==> src/hw/rtl/b2pe_pkg.sv <==
// Shared types, constants and helpers for the two-dimensional parity block.
package b2pe_pkg;

   // Number of data bytes that take part in the parity, 1 to 8.
   localparam int BLOCK_BYTES = 8;

   localparam int BYTE_W  = 8;
   localparam int NUM_LANES = 8;
   localparam int DATA_W  = BYTE_W * NUM_LANES;
   localparam int CHECK_W = 2 * BYTE_W;

   // Row syndrome bits that name a byte inside the block.
   localparam logic [BYTE_W-1:0] ROW_IN_BLOCK = BYTE_W'((1 << BLOCK_BYTES) - 1);

   // Request codes.
   localparam logic MODE_GEN   = 1'b0;
   localparam logic MODE_CHECK = 1'b1;

   // Result status codes.
   typedef enum logic [1:0] {
      STAT_CLEAN  = 2'd0,
      STAT_CORR   = 2'd1,
      STAT_UNCORR = 2'd2
   } status_type;

   // Word leaving the parity stage.
   typedef struct packed {
      logic               valid;
      logic               mode;
      logic [DATA_W-1:0]  data;
      logic [CHECK_W-1:0] rcv;
      logic [CHECK_W-1:0] chk;
   } par_stage_type;

   // Word leaving the locate stage.
   typedef struct packed {
      logic               valid;
      logic [DATA_W-1:0]  data;
      logic [CHECK_W-1:0] chk;
      logic [DATA_W-1:0]  flip;
      status_type         status;
   } loc_stage_type;

   // True when exactly one bit of the byte is set.
   function automatic logic one_hot8(input logic [BYTE_W-1:0] v);
      logic [BYTE_W-1:0] m;
      m = v - BYTE_W'(1);
      return (v != '0) && ((v & m) == '0);
   endfunction

endpackage

==> src/hw/rtl/b2pe_parity.sv <==
// First stage: register the request and form the check word over the block.
module b2pe_parity import b2pe_pkg::*; (
   input  logic               clock,
   input  logic               reset,
   input  logic               in_valid,
   input  logic               in_mode,
   input  logic [DATA_W-1:0]  in_data,
   input  logic [CHECK_W-1:0] in_rcv,
   output par_stage_type      out_stage
);

   par_stage_type stage_ff;
   par_stage_type stage_in;
   logic [BYTE_W-1:0] col;
   logic [BYTE_W-1:0] row;

   // Column parity is the XOR of all block bytes; row bit i is the parity of byte i.
   always_comb begin
      col = '0;
      row = '0;
      for (int i = 0; i < BLOCK_BYTES; i++) begin
         col    = col ^ in_data[i*BYTE_W +: BYTE_W];
         row[i] = ^in_data[i*BYTE_W +: BYTE_W];
      end
      stage_in.valid = in_valid;
      stage_in.mode  = in_mode;
      stage_in.data  = in_data;
      stage_in.rcv   = in_rcv;
      stage_in.chk   = {col, row};
   end

   // Only the valid bit is reset; the payload follows it.
   always_ff @(posedge clock) begin
      if (reset) begin
         stage_ff.valid <= 1'b0;
      end else begin
         stage_ff.valid <= stage_in.valid;
      end
      stage_ff.mode <= stage_in.mode;
      stage_ff.data <= stage_in.data;
      stage_ff.rcv  <= stage_in.rcv;
      stage_ff.chk  <= stage_in.chk;
   end

   assign out_stage = stage_ff;

endmodule

==> src/hw/rtl/b2pe_locate.sv <==
// Second stage: form the syndrome, classify it and build the bit flip mask.
module b2pe_locate import b2pe_pkg::*; (
   input  logic          clock,
   input  logic          reset,
   input  par_stage_type in_stage,
   output loc_stage_type out_stage
);

   loc_stage_type stage_ff;
   loc_stage_type stage_in;
   logic [CHECK_W-1:0] syn;
   logic [BYTE_W-1:0]  xs;
   logic [BYTE_W-1:0]  ys;
   logic               single;
   status_type         status;

   // The syndrome compares the received check word with the recomputed one.
   always_comb begin
      syn    = in_stage.rcv ^ in_stage.chk;
      xs     = syn[CHECK_W-1:BYTE_W];
      ys     = syn[BYTE_W-1:0];
      single = one_hot8(xs) && one_hot8(ys);
   end

   // Generate mode is always clean; a single bit inside the block is corrected.
   always_comb begin
      priority if (in_stage.mode == MODE_GEN) begin
         status = STAT_CLEAN;
      end else if (syn == '0) begin
         status = STAT_CLEAN;
      end else if (single && ((ys & ROW_IN_BLOCK) != '0)) begin
         status = STAT_CORR;
      end else begin
         status = STAT_UNCORR;
      end
   end

   // The flip mask holds the column syndrome in the byte that the row names.
   always_comb begin
      for (int i = 0; i < NUM_LANES; i++) begin
         stage_in.flip[i*BYTE_W +: BYTE_W] =
            (status == STAT_CORR && ys[i]) ? xs : '0;
      end
      stage_in.valid  = in_stage.valid;
      stage_in.data   = in_stage.data;
      stage_in.chk    = in_stage.chk;
      stage_in.status = status;
   end

   always_ff @(posedge clock) begin
      if (reset) begin
         stage_ff.valid <= 1'b0;
      end else begin
         stage_ff.valid <= stage_in.valid;
      end
      stage_ff.data   <= stage_in.data;
      stage_ff.chk    <= stage_in.chk;
      stage_ff.flip   <= stage_in.flip;
      stage_ff.status <= stage_in.status;
   end

   assign out_stage = stage_ff;

endmodule

==> src/hw/rtl/b2pe_fix.sv <==
// Third stage: apply the flip mask and hold the result word for one cycle.
module b2pe_fix import b2pe_pkg::*; (
   input  logic               clock,
   input  logic               reset,
   input  loc_stage_type      in_stage,
   output logic               out_valid,
   output logic [CHECK_W-1:0] out_check,
   output logic [DATA_W-1:0]  out_data,
   output logic [1:0]         out_status
);

   logic               valid_ff;
   logic [CHECK_W-1:0] check_ff;
   logic [DATA_W-1:0]  data_ff;
   logic [DATA_W-1:0]  data_in;
   status_type         status_ff;

   // A zero mask leaves the data as it arrived.
   assign data_in = in_stage.data ^ in_stage.flip;

   always_ff @(posedge clock) begin
      if (reset) begin
         valid_ff <= 1'b0;
      end else begin
         valid_ff <= in_stage.valid;
      end
      check_ff  <= in_stage.chk;
      data_ff   <= data_in;
      status_ff <= in_stage.status;
   end

   assign out_valid  = valid_ff;
   assign out_check  = check_ff;
   assign out_data   = data_ff;
   assign out_status = status_ff;

endmodule

==> src/hw/rtl/byte_block_2d_parity_ecc_core.sv <==
// Two-dimensional parity generator and single-bit corrector for a block of bytes.
// Request channel: drive req_type, req_data_block and req_received_check with
// start high; the word is taken at the rising edge where start is high and busy
// is low. busy is always low, so a new word may be sent in every cycle.
// req_type selects generate (check word only) or check (syndrome and repair).
// Result channel: rsp_valid is high for exactly one cycle with rsp_check_word,
// rsp_data_fixed and rsp_status; the receiver must take it in that cycle.
// A word taken at one edge is registered in the parity, locate and fix stages in turn
// and then shows on the result ports, where the receiver takes it.
// Throughput is one word per cycle, set by three register stages (parity,
// syndrome locate, data repair) that each take a new word every cycle.
// Reset clears the valid bits of all stages, so no result appears until a
// word is taken after reset. The receiver cannot stall, so there is no
// backpressure path and no word is ever held or dropped.
module byte_block_2d_parity_ecc_core import b2pe_pkg::*; (
   input  logic               clock,
   input  logic               reset,
   input  logic               start,
   output logic               busy,
   input  logic               req_type,
   input  logic [DATA_W-1:0]  req_data_block,
   input  logic [CHECK_W-1:0] req_received_check,
   output logic               rsp_valid,
   output logic [CHECK_W-1:0] rsp_check_word,
   output logic [DATA_W-1:0]  rsp_data_fixed,
   output logic [1:0]         rsp_status
);

   par_stage_type par_stage;
   loc_stage_type loc_stage;
   logic          accept;

   // Every stage advances every cycle, so the block never refuses a word.
   assign busy   = 1'b0;
   assign accept = start && !busy;

   b2pe_parity u_parity (
      .clock     (clock),
      .reset     (reset),
      .in_valid  (accept),
      .in_mode   (req_type),
      .in_data   (req_data_block),
      .in_rcv    (req_received_check),
      .out_stage (par_stage)
   );

   b2pe_locate u_locate (
      .clock     (clock),
      .reset     (reset),
      .in_stage  (par_stage),
      .out_stage (loc_stage)
   );

   b2pe_fix u_fix (
      .clock      (clock),
      .reset      (reset),
      .in_stage   (loc_stage),
      .out_valid  (rsp_valid),
      .out_check  (rsp_check_word),
      .out_data   (rsp_data_fixed),
      .out_status (rsp_status)
   );

   // The result strobe matches the accepted word that has passed through every stage.
   a_latency: assert property (@(posedge clock) disable iff (reset)
      ($past(!reset, 1) && $past(!reset, 2) && $past(!reset, 3))
         |-> (rsp_valid == $past(accept, 3)))
      else $error("result strobe does not match accepted word three cycles back");

   // Data changes only when a correction is reported.
   a_data_kept: assert property (@(posedge clock) disable iff (reset)
      (rsp_valid && rsp_status != STAT_CORR)
         |-> (rsp_data_fixed == $past(req_data_block, 3)))
      else $error("data altered without a reported correction");

   // A correction flips exactly one data bit.
   a_one_flip: assert property (@(posedge clock) disable iff (reset)
      (rsp_valid && rsp_status == STAT_CORR)
         |-> ($countones(rsp_data_fixed ^ $past(req_data_block, 3)) == 1))
      else $error("correction did not flip exactly one bit");

   // Generate requests always report clean.
   a_gen_clean: assert property (@(posedge clock) disable iff (reset)
      (rsp_valid && $past(req_type, 3) == MODE_GEN) |-> (rsp_status == STAT_CLEAN))
      else $error("generate request reported a nonzero status");

endmodule
==> config.mk <==
export PLATFORM = sky130hd
export DESIGN_NAME = byte_block_2d_parity_ecc_core
export DESIGN_NICKNAME = d
export VERILOG_FILES = /design/src/hw/rtl/b2pe_pkg.sv /design/src/hw/rtl/b2pe_parity.sv /design/src/hw/rtl/b2pe_locate.sv /design/src/hw/rtl/b2pe_fix.sv /design/src/hw/rtl/byte_block_2d_parity_ecc_core.sv
export SDC_FILE = /design/constraint.sdc
export NUM_CORES = 1
export LEC_CHECK = 0
export ABC_AREA = 1
export BUFFER_PORTS_ARGS = -buffer_cell sky130_fd_sc_hd__buf_2
export CORE_MARGIN = 2
export CORE_UTILIZATION = 40
export CTS_CLUSTER_DIAMETER = 150
export DETAILED_ROUTE_END_ITERATION = 10
export GPL_TIMING_DRIVEN = 0
export PLACE_DENSITY = 0.7
export REMOVE_ABC_BUFFERS = 1
export SYNTH_ARGS = -nofsm -noshare
export SYNTH_HDL_FRONTEND = slang
export SYNTH_SLANG_ARGS = --single-unit
==> constraint.sdc <==
create_clock -name clock -period 2.25 [get_ports clock]
set_clock_uncertainty 0.15 [all_clocks]
set_input_delay 0.1125 -clock clock [delete_from_list [all_inputs] [get_ports clock]]
set_output_delay 0.1125 -clock clock [all_outputs]
set_load 0.01 [all_outputs]
---- Word-level counts from Yosys, hierarchy flattened ----
Index checks and enable logic that the tools add are counted.
cells by class
  $add $sub $neg .......................... 2
  equality and inequality tests ........... 1
  muxes and demuxes ....................... 3
  bitwise gates (word level) .............. 11
  reduce and logical (&&, ||, !) cells .... 25
operator list
  operator               number
  $reduce_xor A8 Y1      8
  $xor A64 B64 Y64       1
  $xor A8 B8 Y8          7
  $and A8 B8 Y8          2
  $logic_not A16 Y1      1
  $logic_not A8 Y1       2
  $reduce_bool A8 Y1     2
  $sub A8 B1 Y8 const B  2
  $xor A16 B16 Y16       1
  $logic_and A1 B1 Y1    12
  $mux W2                3
  $eq A2 B1 Y1 const B   1
storage, ports and cells
  flip-flop bits (word level) ............. 328
  input port bits ......................... 84
  logic and storage cells ................. 63

---- Longest topological paths before layout ----
Gate-level depths: netlist of the first run.
  depth after elaboration ................. 12
  mapped depth ............................ 13

---- Hierarchy ----
Synthesis of the first run repeated with hierarchy kept, for this count alone.
second synthesis, totals
  cells, all modules ...................... 1193
  area total of the unflattened synthesis .. 10477.5 um^2
by module, submodules not included
  module                         instances  cells an instance  area an instance (um^2)  seq. area each (um^2)
  b2pe_locate                    1          362                3987.6                   2942.8
  b2pe_parity                    1          424                3608.5                   1961.9
  b2pe_fix                       1          405                2870.3                   1661.6
  byte_block_2d_parity_ecc_core  1          2                  11.3                     0.0

---- Worst setup path after synthesis of the first run ----
Ideal clock, no wire load.
  path type ............................... register to register
  from .................................... register u_parity.stage_ff (netlist bit u_parity.out_stage[8])
  to ...................................... register u_locate.stage_ff (netlist bit u_locate.out_stage[52])
  library setup time ...................... 0.067 ns
  arrival time ............................ 1.559 ns
  data required time ...................... 2.033 ns
  path slack .............................. 0.474 ns
  stages on the path, launching flop included .. 13
  buffers on the path ..................... 0
  cell sequence ........................... dfxtp_1 > nand2_1 > nand2_4 > nand2_4 > inv_2 > nand2_2 > nand2_2 > nand2_2 > nor2_4 > nand3_4 > nor2_8 > nand3_4 > nor2_1
between the ends
  word-level cells in the longest chain between the ends .. 12
  elaborated cells on any way between the ends .. 14
  those cells by class .................... add/sub (1); eq/ne (1); mux (3); bitwise (2); reduce/logical (7)
ends and longest elaborated chain
  item                     line               text
  start, declared          b2pe_parity.sv:12  par_stage_type stage_ff;
  $xor A16 B16 Y16 (*)     b2pe_locate.sv:19  syn = in_stage.rcv ^ in_stage.chk;
  $sub A8 B1 Y8            b2pe_pkg.sv:47     m = v - BYTE_W'(1);
  $and A8 B8 Y8            b2pe_pkg.sv:48     return (v != '0) && ((v & m) == '0);
  $logic_not A8 Y1         b2pe_pkg.sv:48
  $logic_and A1 B1 Y1      b2pe_pkg.sv:48
  $logic_and A1 B1 Y1      b2pe_locate.sv:22  single = one_hot8(xs) && one_hot8(ys);
  $logic_and A1 B1 Y1      b2pe_locate.sv:31  end else if (single && ((ys & ROW_IN_BLOCK) != '0)) begin
  $mux W2                  b2pe_locate.sv:31
  $mux W2 (*)              b2pe_locate.sv:29  end else if (syn == '0) begin
  $mux W2 (*)              b2pe_locate.sv:27  priority if (in_stage.mode == MODE_GEN) begin
  $eq A2 B1 Y1 (*)         b2pe_locate.sv:42  (status == STAT_CORR && ys[i]) ? xs : '0;
  $logic_and A1 B1 Y1 (*)  b2pe_locate.sv:42
  end, declared            b2pe_locate.sv:9   loc_stage_type stage_ff;
Mark *: on every way between the ends. The rest lies on a longest branch, timed or not.
A chain may end at the register's enable or synchronous reset.

---- Worst setup path after layout of the first run ----
  from .................................... register u_parity.stage_ff (netlist bit u_parity.out_stage[8])
  to ...................................... register u_locate.stage_ff (netlist bit u_locate.out_stage[21])
Same word-level chain as after synthesis.

==> results of run 1 <==
[timing repair]
item / 4_1_cts / 5_1_grt
setup endpoints to repair: 65 / 57
pin swaps: 1 / 7
endpoints found under the hold margin: 100 / 0
setup buffers: 2 / 10
resized for setup: 5 / 14
hold buffers: 83 / 0
[final cells by class]
cell class	count	area (sq um)
Clock buffer	47	950.9
Clock inverter	13	200.2
Fill cell	1900	10110
Inverter	37	138.9
Multi-Input combinational cell	368	2606
Sequential cell	328	6569
Tap cell	285	356.6
Timing Repair Buffer	261	1777
[layout by cell type, fill, tap and decap left out, types with 17 or more instances in the layout]
master / count
dfxtp_1: 326
inv_1: 34
nor2_2: 17
xnor2_1: 81
clkbuf_16: 35
nor2_1: 65
xor2_1: 98
dlygate4sd3_1: 83
nand2_1: 64
buf_2: 166
[sequential cells by signal, summed over array words and instances (netlist names)]
| name | cells |
|---|---|
| u_fix.out_check | 16 |
| u_fix.out_status | 2 |
| u_locate.out_stage | 147 |
| u_fix.out_valid | 1 |
| u_fix.out_data | 64 |
| u_parity.out_stage | 98 |
[logic make-up after synthesis]
family / after synthesis / share of synthesized area
xor+xnor: 180 / 0.1709
simple gates: 183 / 0.1007
other cells: 1 / 0.0004045
buf+inv: 41 / 0.01768
flops: 328 / 0.7082
compound gates: 4 / 0.002159
[worst max-delay path: cells and delay by family, from the launching register on]
kind                   cells  cell delay, ps
AO/OA/AOI/OAI              1             170
flip-flops                 1             370
AND/OR/NAND/NOR            8            1100
buffers and inverters      2             210
[how the worst min path moves through the flow]
stage / to / slack [ps] / cells after the start
after floorplan: u_parity.out_stage[16] / -10 / 0
after global placement: u_parity.out_stage[20] / 70 / 1
after detailed placement: u_parity.out_stage[28] / 70 / 1
after CTS: u_parity.out_stage[28] / 90 / 2
after global routing: u_parity.out_stage[28] / 80 / 2
final: u_parity.out_stage[28] / 100 / 2
[metal layers]
metal	part of all wire	vias up	GRT usage
met5	0	-	0
met4	0.019	0	0.04675
met3	0.044	34	0.03655
met2	0.51	137	0.2870
met1	0.43	2582	0.1873
li1	-	2821	-
[power groups by stage]
stage | logic (mW) | clock network (mW) | registers (mW)
floorplan | 0.916 | 0 | 6.79
global placement | 1.62 | 0 | 6.73
detailed placement | 1.65 | 0 | 6.75
CTS | 1.80 | 5.78 | 6.63
global route | 2.10 | 6.05 | 6.70
finish | 1.91 | 5.67 | 6.64
[per-stage QoR]
step                TNS, ps  worst slack [ps]  area (sq um)  total power [mW]  cells
floorplan                 0             314.5          9246             7.702    733
global placement     -13470            -238.7         10430             8.357   1184
detailed placement   -16510            -292.2         10430             8.401   1184
CTS                       0             63.02         12480             14.22   1329
global route         -11.12            -11.12         12600             14.85   1339
finish                    0             184.8         12600             14.22   1339
==> out/metrics.csv, run 1 <==
stage,metric,value,unit
status,outcome,completed,
sta,Slew Limit Fails,0,
floorplan,Initial Utilization,0.4083,
place,placer congestion estimate,0.7834,
clocking,Clock Tree Root,clkbuf_16,
worst_setup_path,worst r2r path cells,11,
final_layout,Layout area overhead,35.88,%
sta,Least-Margin Pin Slew,846.8,ps
drt,detailed-route wire length per cell,14.45,um
place,Detail Placement HPWL,12.82,mm
power_and_ir_drop,Pwr Density,1129,nW/um^2
clocking,number of H-tree levels,2,
min_path,worst hold start,req_received_check[12],
power_and_ir_drop,internal power,10.70,mW
final_layout,Final Core Density,0.5548,
power_and_ir_drop,Net Sw Power,3.515,mW
clocking,TritonCTS buffer count,34,
min_path,Hold Path Class,primary input to register,
floorplan,Cell Rows,55,
clocking,clk slew on worst S/H paths,60,ps
global_route,antenna violations before repair,0,
floorplan,die width,156.2,um
sta,final hold violation count,0,
sta,period utilization,0.9179,
global_route,All-Layer GR Usage,0.1587,
synthesis,Syn Std Cell Area,9271,sq um
drt,routed wire length,19.34,mm
final_layout,n_diodes,0,
power_and_ir_drop,combinational share of power,0.134,
worst_setup_path,Setup CP Type,register to register,
floorplan,number of I/O pins,168,
worst_setup_path,worst r2r src,u_parity.out_stage[8],
global_route,vias in the first global route,5582,
synthesis,most common cell in the synthesized netlist,dfxtp_1,
power_and_ir_drop,Clk network pwr share,0.399,
drt,DRT Pass-1 Iters,4,
drt,drt via density,4.163,
sta,min Tclk post-route,2065,ps
final_layout,Layout Nets,1114,
drt,initial DRC count,168,
synthesis,post-synthesis sequential area ratio,0.7082,
worst_setup_path,Worst Setup EP,u_locate.out_stage[21],
clocking,TritonCTS Sinks,328,
final_layout,share of cells above drive strength 1,0.2676,
synthesis,Post-synth ARST share,0,
power_and_ir_drop,VDD IR-drop max,627.0,uV
synthesis,Cells after Synth,737,
floorplan,core box area,22710,sq um
drt,vias,5574,
worst_setup_path,worst-path maximum fanout,8,
synthesis,syn avg cell area,12.58,sq um
worst_setup_path,CP Launch Type,register,
worst_setup_path,most frequent CP cell,nand3_4,
synthesis,most frequent cells after synthesis,"dfxtp_1 (328), xor2_1 (98), xnor2_1 (81)",
drt,drt drc,0,
global_route,first-pass GRT wire length,29.18,mm
clocking,CTS max path bufs,3,
floorplan,chip height,156.2,um
sta,fmax,484.2,MHz
worst_setup_path,r2r endpoint,u_locate.out_stage[21],
clocking,CTS tree,yes,
global_route,gr ovfl total,0,
power_and_ir_drop,Sw Share,0.2472,
global_route,largest net degree at the start of global routing,15,
place,I/O Buffers,166,
sta,Slew HR,0.4347,
clocking,"Clk Latency, worst-skew pair",490,ps
synthesis,Cell variety after synth,23,
worst_setup_path,Critical Path Sink Type,register,
synthesis,Yosys top cell by area,dfxtp_1,
synthesis,dominant synthesized flop cell,dfxtp_1,
power_and_ir_drop,Flop pwr share,0.467,
synthesis,Synthesis Warnings,0,
job,Max-cap violations,0,
synthesis,largest cells by area after synthesis,"dfxtp_1 (71%), xor2_1 (9.3%), xnor2_1 (7.7%)",
synthesis,Synth Register Bits,328,
worst_setup_path,CP cell instances,nand2_1 > nand2_8 > nand2_4 > o21ai_1 > inv_2 > nor2_4 > nand3_4 > nor2_8 > buf_12 > nand3_4 > nor2_2,
worst_setup_path,Worst EP required,2520,ps
power_and_ir_drop,Leak,5.780,nW
worst_setup_path,critical path's slowest cell,dfxtp_1,
synthesis,Synth top area share,0.7082,
worst_setup_path,"reg-to-reg slack, setup",180,ps
sta,hold slack,104.0,ps
synthesis,Post-synth EDFFs,0,
drt,DRT antenna net count,0,
floorplan,die area,24410,sq um
worst_setup_path,CP max stage delay,370,ps
sta,count of final setup violators,0,
worst_setup_path,Critical Path Source,u_parity.out_stage[8],
worst_setup_path,CP arrival,2340,ps
No activity file was read; power rests on OpenSTA's default activity.
==> inputs of run 2 (changes only) <==
--- a/config.mk
+++ b/config.mk
@@ -11,7 +11,6 @@
 export CORE_UTILIZATION = 40
 export CTS_CLUSTER_DIAMETER = 150
 export DETAILED_ROUTE_END_ITERATION = 10
-export GPL_TIMING_DRIVEN = 0
 export PLACE_DENSITY = 0.7
 export REMOVE_ABC_BUFFERS = 1
 export SYNTH_ARGS = -nofsm -noshare
==> run 2 against run 1 <==
Compared with the run above: final area fell by 1.6%; via count fell by 1.2%; cell count fell by 0.52%; sequential share of layout area rose by 0.85 points; sequential power barely moved; die area did not move; setup slack got worse by 86 ps; clock power fell by 11%; count of clock-buffer cells in the layout fell by 3; sequential cell count did not move; critical path depth rose by 2; hold slack got worse by 41 ps; critical path type unchanged; critical endpoint is now u_locate.out_stage[22].
==> out/metrics.csv, run 2 (synthesis results as in run 1) <==
stage,metric,value,unit,change
place,placer congestion estimate,0.8095,,was 0.7834
final_layout,Layout Nets,1108,,was 1114
clocking,TritonCTS buffer count,31,,was 34
final_layout,Final Instance Area,12390,sq um,was 12600 sq um
job,Max-cap violations,0,,unchanged
clocking,TritonCTS Sinks,328,,unchanged
final_layout,FF+latch area,6566,sq um,was 6569 sq um
floorplan,Initial Utilization,0.4083,,unchanged
place,DP Area,10480,sq um,was 10430 sq um
floorplan,core box area,22710,sq um,unchanged
final_layout,"commonest non-fill, non-tap cells in the layout","dfxtp_1 (328), buf_2 (166), xor2_1 (98), dlygate4sd3_1 (83), xnor2_1 (81)",,"was dfxtp_1 (326), buf_2 (166), xor2_1 (98), dlygate4sd3_1 (83), xnor2_1 (81)"
worst_setup_path,Setup CP Type,register to register,,unchanged
floorplan,die area,24410,sq um,unchanged
global_route,vias in the first global route,5691,,was 5582
worst_setup_path,CP Launch Type,register,,unchanged
min_path,Hold Path Class,primary input to register,,unchanged
drt,drt drc,0,,unchanged
final_layout,Largest register FFs,147,,unchanged
place,I/O Buffers,166,,unchanged
floorplan,Cell Rows,55,,unchanged
global_route,All-Layer GR Usage,0.1593,,was 0.1587
place,Detail Placement HPWL,13.64,mm,was 12.82 mm
clocking,number of H-tree levels,1,,was 2
power_and_ir_drop,Pwr Density,1091,nW/um^2,was 1129 nW/um^2
global_route,first-pass GRT wire length,29.53,mm,was 29.18 mm
global_route,largest net degree at the start of global routing,15,,unchanged
sta,RSZ-0062 raised after global routing,yes,,
final_layout,"most common cell after layout, fill and taps aside",dfxtp_1,,unchanged
drt,detailed-route wire length per cell,14.62,um,was 14.45 um
drt,DRT antenna net count,0,,unchanged
worst_setup_path,Critical Path Sink Type,register,,unchanged
sta,final hold violation count,0,,unchanged
sta,hold slack,63.22,ps,was 104.0 ps
clocking,Clock Tree Root,clkbuf_16,,unchanged
power_and_ir_drop,Leak,5.699,nW,was 5.780 nW
sta,Least-Margin Pin Slew,680.2,ps,was 846.8 ps
floorplan,die width,156.2,um,unchanged
sta,fmax,464.8,MHz,was 484.2 MHz
status,outcome,completed,,unchanged
clocking,CTS max path bufs,3,,unchanged
floorplan,number of I/O pins,168,,unchanged
floorplan,chip height,156.2,um,unchanged
global_route,gr ovfl total,0,,unchanged
sta,period utilization,0.9563,,was 0.9179
sta,Slew Limit Fails,0,,unchanged
worst_setup_path,CP arrival,2470,ps,was 2340 ps
clocking,CTS tree,yes,,unchanged
global_route,antenna violations before repair,0,,unchanged
drt,DRT Pass-1 Iters,4,,unchanged
clocking,"Clk Latency, worst-skew pair",540,ps,was 490 ps
sta,count of final setup violators,0,,unchanged
final_layout,share of cells above drive strength 1,0.2627,,was 0.2676
final_layout,n_diodes,0,,unchanged
worst_setup_path,worst-path maximum fanout,9,,was 8
drt,routed wire length,19.48,mm,was 19.34 mm
worst_setup_path,Worst EP required,2570,ps,was 2520 ps
drt,initial DRC count,271,,was 168
drt,drt via density,4.134,,was 4.163
power_and_ir_drop,VDD IR-drop max,675.9,uV,was 627.0 uV
sta,min Tclk post-route,2152,ps,was 2065 ps
drt,vias,5506,,was 5574
clocking,clk slew on worst S/H paths,60,ps,about the same
final_layout,area of the multi-input gates,2572,sq um,was 2606 sq um
sta,Slew HR,0.5459,,was 0.4347
final_layout,Layout area overhead,33.66,%,was 35.88%
final_layout,Fill cells,1931,,was 1900
final_layout,Final Core Density,0.5457,,was 0.5548
run 2: changes by cell type in the layout (fill, tap and decap cells not counted), moves of 3 or more:
cell	before	now
clkbuf_1	9	6
buf_4	10	7
nand2_4	6	3
clkinv_2	5	8
bufinv_16	5	2
clkbuf_16	35	31
clkbuf_8	3	7
run 2: area by class of cell:
class / count / area share
Clock inverter: 12 / 0.009491
Multi-Input combinational cell: 368 / 0.2076
Tap cell: 285 / 0.02878
Sequential cell: 328 / 0.5299
Clock buffer: 44 / 0.07219
Inverter: 37 / 0.01121
Timing Repair Buffer: 258 / 0.1409
run 2: final timing paths:
kind                            slack [ps]  cells after the start                   start                       to
worst max-delay path                   100                     13   u_parity.out_stage[8]   u_locate.out_stage[22]
worst min-delay path                    60                      2  req_received_check[15]   u_parity.out_stage[31]
worst max register to register         100                     13   u_parity.out_stage[8]   u_locate.out_stage[22]
worst min register to register         170                      0  u_parity.out_stage[70]  u_locate.out_stage[120]
run 2: critical path, cell delays in order, from the launching register on:
cell and delay, ps:
dfxtp_1 370, nand2_1 100, nand2_4 180, nand2_4 90, inv_2 70, nand3_1 90, nand2_1 100, nand2_1 60
nor2_1 130, nand2_2 120, nor2_8 140, buf_12 140, nand3_4 150, nor2_1 170
run 2: timing repair:
| action | CTS | global route |
|---|---|---|
| setup buffers | 2 | 1 |
| hold endpoints to repair | 100 | 0 |
| resized for setup | 0 | 11 |
| endpoints found under the setup margin | 3 | 47 |
| hold buffers | 83 | 0 |
| cloned | 0 | 0 |
| pin swaps | 1 | 2 |
run 2: per-layer routing:
metal	GRT usage	wire, um	share of wire	vias to the layer above
met5	0	0	0	-
met4	0.05723	527	0.027	0
met3	0.02963	863	0.044	41
met2	0.2813	9727	0.50	143
met1	0.1942	8361	0.43	2518
li1	-	-	-	2804
run 2: stage by stage:
stage / cells / setup slack (ps) / power, mW / TNS [ps]
2_1_floorplan: 733 / 314.5 / 7.702 / 0
5_1_grt: 1332 / -13.91 / 14.13 / -29.24
6_report: 1332 / 98.42 / 13.51 / 0
3_5_place_dp: 1190 / 13.19 / 8.444 / 0
3_3_place_gp: 1190 / 98.00 / 8.400 / 0
4_1_cts: 1331 / 49.84 / 13.63 / 0
run 2: where the power goes:
part | internal, mW | switching [mW]
sequential | 6.38 | 0.246
clock | 2.98 | 2.08
combinational | 0.727 | 1.09
total | 10.1 | 3.42
==> inputs of run 3 (changes only) <==
--- a/config.mk
+++ b/config.mk
@@ -8,11 +8,12 @@
 export ABC_AREA = 1
 export BUFFER_PORTS_ARGS = -buffer_cell sky130_fd_sc_hd__buf_2
 export CORE_MARGIN = 2
-export CORE_UTILIZATION = 40
+export CORE_UTILIZATION = 35
 export CTS_CLUSTER_DIAMETER = 150
 export DETAILED_ROUTE_END_ITERATION = 10
-export PLACE_DENSITY = 0.7
+export PLACE_DENSITY = 0.63
 export REMOVE_ABC_BUFFERS = 1
 export SYNTH_ARGS = -nofsm -noshare
 export SYNTH_HDL_FRONTEND = slang
+export SYNTH_HIERARCHICAL = 1
 export SYNTH_SLANG_ARGS = --single-unit
==> run 3 against run 2 <==
Compared with the run above: total power up 1.9%; fmax grew 6.7%; sequential power decreased by 3.8%; synthesized cell count is 62% higher; combinational power down 23%; clock power rose by 18%; critical endpoint is now u_locate/out_stage[12]; highest routed layer unchanged.
==> out/metrics.csv, run 3 <==
stage,metric,value,unit,change
final_layout,"commonest non-fill, non-tap cells in the layout","nand2_1 (413), dfxtp_1 (328), inv_1 (212), buf_2 (166), dlygate4sd3_1 (83)",,"was dfxtp_1 (328), buf_2 (166), xor2_1 (98), dlygate4sd3_1 (83), xnor2_1 (81)"
power_and_ir_drop,Pwr Density,990.2,nW/um^2,was 1091 nW/um^2
clocking,CTS tree,yes,,unchanged
min_path,worst hold start,req_received_check[3],,was req_received_check[15]
drt,routed wire length,24.02,mm,was 19.48 mm
synthesis,Post-synth EDFFs,0,,unchanged
clocking,TritonCTS buffer count,35,,was 31
final_layout,Layout Nets,1569,,was 1108
synthesis,post-synthesis mux area share,0,,unchanged
worst_setup_path,Worst EP required,2540,ps,was 2570 ps
clocking,Clock Tree Root,clkbuf_16,,unchanged
status,outcome,completed,,unchanged
final_layout,Layout area overhead,32.74,%,was 33.66%
sta,fmax,496.0,MHz,was 464.8 MHz
worst_setup_path,CP Launch Type,register,,unchanged
power_and_ir_drop,VDD IR-drop max,544.9,uV,was 675.9 uV
worst_setup_path,"reg-to-reg slack, setup",230,ps,was 100 ps
drt,DRT antenna net count,0,,unchanged
worst_setup_path,Critical Path Sink Type,register,,unchanged
global_route,gr ovfl total,0,,unchanged
final_layout,area of the multi-input gates,3064,sq um,was 2572 sq um
synthesis,Compound-Gate Fraction of Synth Area,0.002866,,was 0.002159
synthesis,Yosys top cell by area,dfxtp_1,,unchanged
final_layout,Final Instance Area,13910,sq um,was 12390 sq um
worst_setup_path,worst r2r path cells,10,,was 13
power_and_ir_drop,internal power,10.47,mW,was 10.10 mW
floorplan,chip height,177.0,um,was 156.2 um
worst_setup_path,worst-path maximum fanout,8,,was 9
sta,final hold violation count,0,,unchanged
synthesis,largest cells by area after synthesis,"dfxtp_1 (63%), nand2_1 (15%), inv_1 (7.6%)",,"was dfxtp_1 (71%), xor2_1 (9.3%), xnor2_1 (7.7%)"
synthesis,Cells after Synth,1193,,was 737
floorplan,die width,177.0,um,was 156.2 um
power_and_ir_drop,Sw Share,0.2400,,was 0.2529
global_route,largest net degree at the start of global routing,15,,unchanged
global_route,antenna violations before repair,0,,unchanged
global_route,All-Layer GR Usage,0.1564,,was 0.1593
floorplan,number of I/O pins,168,,unchanged
min_path,Hold Path Sink,u_parity/out_stage[19],,was u_parity.out_stage[31]
synthesis,adder-cell share of the synthesized area,0,,unchanged
sta,period utilization,0.8961,,was 0.9563
sta,min Tclk post-route,2016,ps,was 2152 ps
place,I/O Buffers,166,,unchanged
worst_setup_path,Setup CP Type,register to register,,unchanged
floorplan,Cell Rows,63,,was 55
final_layout,n_diodes,0,,unchanged
floorplan,Initial Utilization,0.3545,,was 0.4083
worst_setup_path,r2r endpoint,u_locate/out_stage[12],,was u_locate.out_stage[22]
place,Placement Setup Slack,184.7,ps,was 13.19 ps
clocking,"Clk Latency, worst-skew pair",520,ps,was 540 ps
synthesis,largest family of logic cells by synthesized area,simple AND/OR/NAND/NOR gates,,was XOR/XNOR gates
synthesis,Synth top area share,0.6267,,was 0.7082
floorplan,die area,31340,sq um,was 24410 sq um
global_route,first-pass GRT wire length,37.25,mm,was 29.53 mm
synthesis,Post-synth ARST share,0,,unchanged
drt,DRT Pass-1 Iters,5,,was 4
place,placer congestion estimate,0.7914,,was 0.8095
drt,drt drc,0,,unchanged
min_path,Hold Path Class,primary input to register,,unchanged
final_layout,Fill cells,2796,,was 1931
synthesis,dominant synthesized flop cell,dfxtp_1,,unchanged
power_and_ir_drop,Net Sw Power,3.305,mW,was 3.417 mW
final_layout,Largest register FFs,147,,unchanged
synthesis,post-synthesis xor/xnor area fraction,0.06090,,was 0.1709
final_layout,Final Core Density,0.4705,,was 0.5457
sta,setup TNS,0,ps,unchanged
drt,detailed-route wire length per cell,12.64,um,was 14.62 um
synthesis,Cell variety after synth,24,,was 23
final_layout,share of cells above drive strength 1,0.1742,,was 0.2627
synthesis,Synth Register Bits,328,,unchanged
clocking,TritonCTS Sinks,328,,unchanged
synthesis,post-synthesis sequential area ratio,0.6267,,was 0.7082
place,Detail Placement HPWL,18.13,mm,was 13.64 mm
drt,initial DRC count,308,,was 271
place,DP Area,11820,sq um,was 10480 sq um
min_path,Cells on Worst Hold Path,2,,unchanged
power_and_ir_drop,total power,13.77,mW,was 13.51 mW
sta,Slew Limit Fails,0,,unchanged
synthesis,most frequent cells after synthesis,"nand2_1 (413), dfxtp_1 (328), inv_1 (212)",,"was dfxtp_1 (328), xor2_1 (98), xnor2_1 (81)"
power_and_ir_drop,Clk network pwr share,0.435,,was 0.375
worst_setup_path,CP arrival,2310,ps,was 2470 ps
power_and_ir_drop,Leak,6.977,nW,was 5.699 nW
synthesis,Synth Area in Simple Gates,0.2283,,was 0.1007
sta,count of final setup violators,0,,unchanged
sta,fin worst setup slack,233.7,ps,was 98.42 ps
synthesis,Synthesis Warnings,6,,was 0
power_and_ir_drop,Flop pwr share,0.463,,was 0.491
worst_setup_path,worst r2r src,u_parity/out_stage[12],,was u_parity.out_stage[8]
clocking,number of H-tree levels,2,,was 1
final_layout,FF+latch area,6566,sq um,unchanged
drt,vias,7546,,was 5506
global_route,vias in the first global route,7381,,was 5691
synthesis,syn avg cell area,8.783,sq um,was 12.58 sq um
final_layout,"most common cell after layout, fill and taps aside",nand2_1,,was dfxtp_1
clocking,clk slew on worst S/H paths,60,ps,about the same
synthesis,Syn Std Cell Area,10480,sq um,was 9271 sq um
drt,drt via density,3.972,,was 4.134
power_and_ir_drop,combinational share of power,0.102,,was 0.135
synthesis,most common cell in the synthesized netlist,nand2_1,,was dfxtp_1
clocking,post-CTS sizing,0,,unchanged
job,Max-cap violations,0,,unchanged
floorplan,core box area,29560,sq um,was 22710 sq um
sta,RSZ-0062 raised after global routing,no,,was yes
clocking,CTS max path bufs,3,,unchanged
[run 3: cell count changes after synthesis, sizes merged, moves of 5 or more]
cell    change
nand4       +8
nand2b      +5
nor2        +8
nand3      +19
inv       +184
and2        +5
nand2     +334
xnor2      -36
xor2       -72
[run 3: critical path: stages, from the launching register on]
cell and delay [ps]:
dfxtp_1 330, xnor2_2 360, nor2_1 110, nor2_1 120, nand2_1 50, nor2_1 90, nand2_1 130, nor2_8 160
buf_4 150, nand4_4 150, nor2_1 130
[run 3: cell families (layout without fill, tap and decap cells)]
logic type	Yosys count	count (layout)
AOI/OAI and AO/OA	6	6
xor gates and xnor gates	72	72
buffers and inverters	224	541
DFF	328	328
other	1	1
and+or+nand+nor	562	562
[run 3: layout make-up]
class / count / share of cell area
sequential: 328 / 0.4721
multi-input combinational: 641 / 0.2203
timing repair buffer: 258 / 0.1252
clock buffer: 52 / 0.07566
inverter: 221 / 0.05964
tap: 390 / 0.03508
clock inverter: 10 / 0.01196
[run 3: worst max-delay path by stage]
stage	start	cells after the start	slack [ps]	end
finish	u_parity/out_stage[12]	10	230	u_locate/out_stage[12]
global route	u_parity/out_stage[12]	10	30	u_locate/out_stage[39]
CTS	u_parity/out_stage[12]	9	160	u_locate/out_stage[39]
detailed placement	u_parity/out_stage[12]	9	180	u_locate/out_stage[39]
global placement	u_parity/out_stage[12]	9	270	u_locate/out_stage[12]
floorplan	u_parity/out_stage[12]	9	380	u_locate/out_stage[10]
[run 3: per-layer routing]
| metal | wire length, um | track usage |
|---|---|---|
| met1 | 10560 | 0.1919 |
| met4 | 700 | 0.06302 |
| met3 | 1163 | 0.02857 |
| met2 | 11590 | 0.2701 |
| met5 | 0 | 0 |
[run 3: power by group through the flow]
| stage | combinational [mW] | sequential (mW) | clock (mW) |
|---|---|---|---|
| floorplan | 0.708 | 6.52 | 0 |
| global placement | 1.27 | 6.50 | 0 |
| detailed placement | 1.30 | 6.51 | 0 |
| CTS | 1.42 | 6.38 | 6.12 |
| global route | 1.59 | 6.41 | 6.36 |
| finish | 1.41 | 6.38 | 5.99 |
[run 3: timing repair]
action                                  4_1_cts  5_1_grt
endpoints found under the setup margin        0       10
hold endpoints to repair                     99        0
hold buffers                                 83        0
buffers inserted                              0        3
[run 3: metrics by stage]
| step | instances | hold slack (ps) |
|---|---|---|
| finish | 1900 | 81.84 |
| detailed placement | 1752 | 66.07 |
| global placement | 1752 | 68.17 |
| CTS | 1897 | 64.12 |
| global route | 1900 | 86.23 |
| floorplan | 1190 | -9.783 |
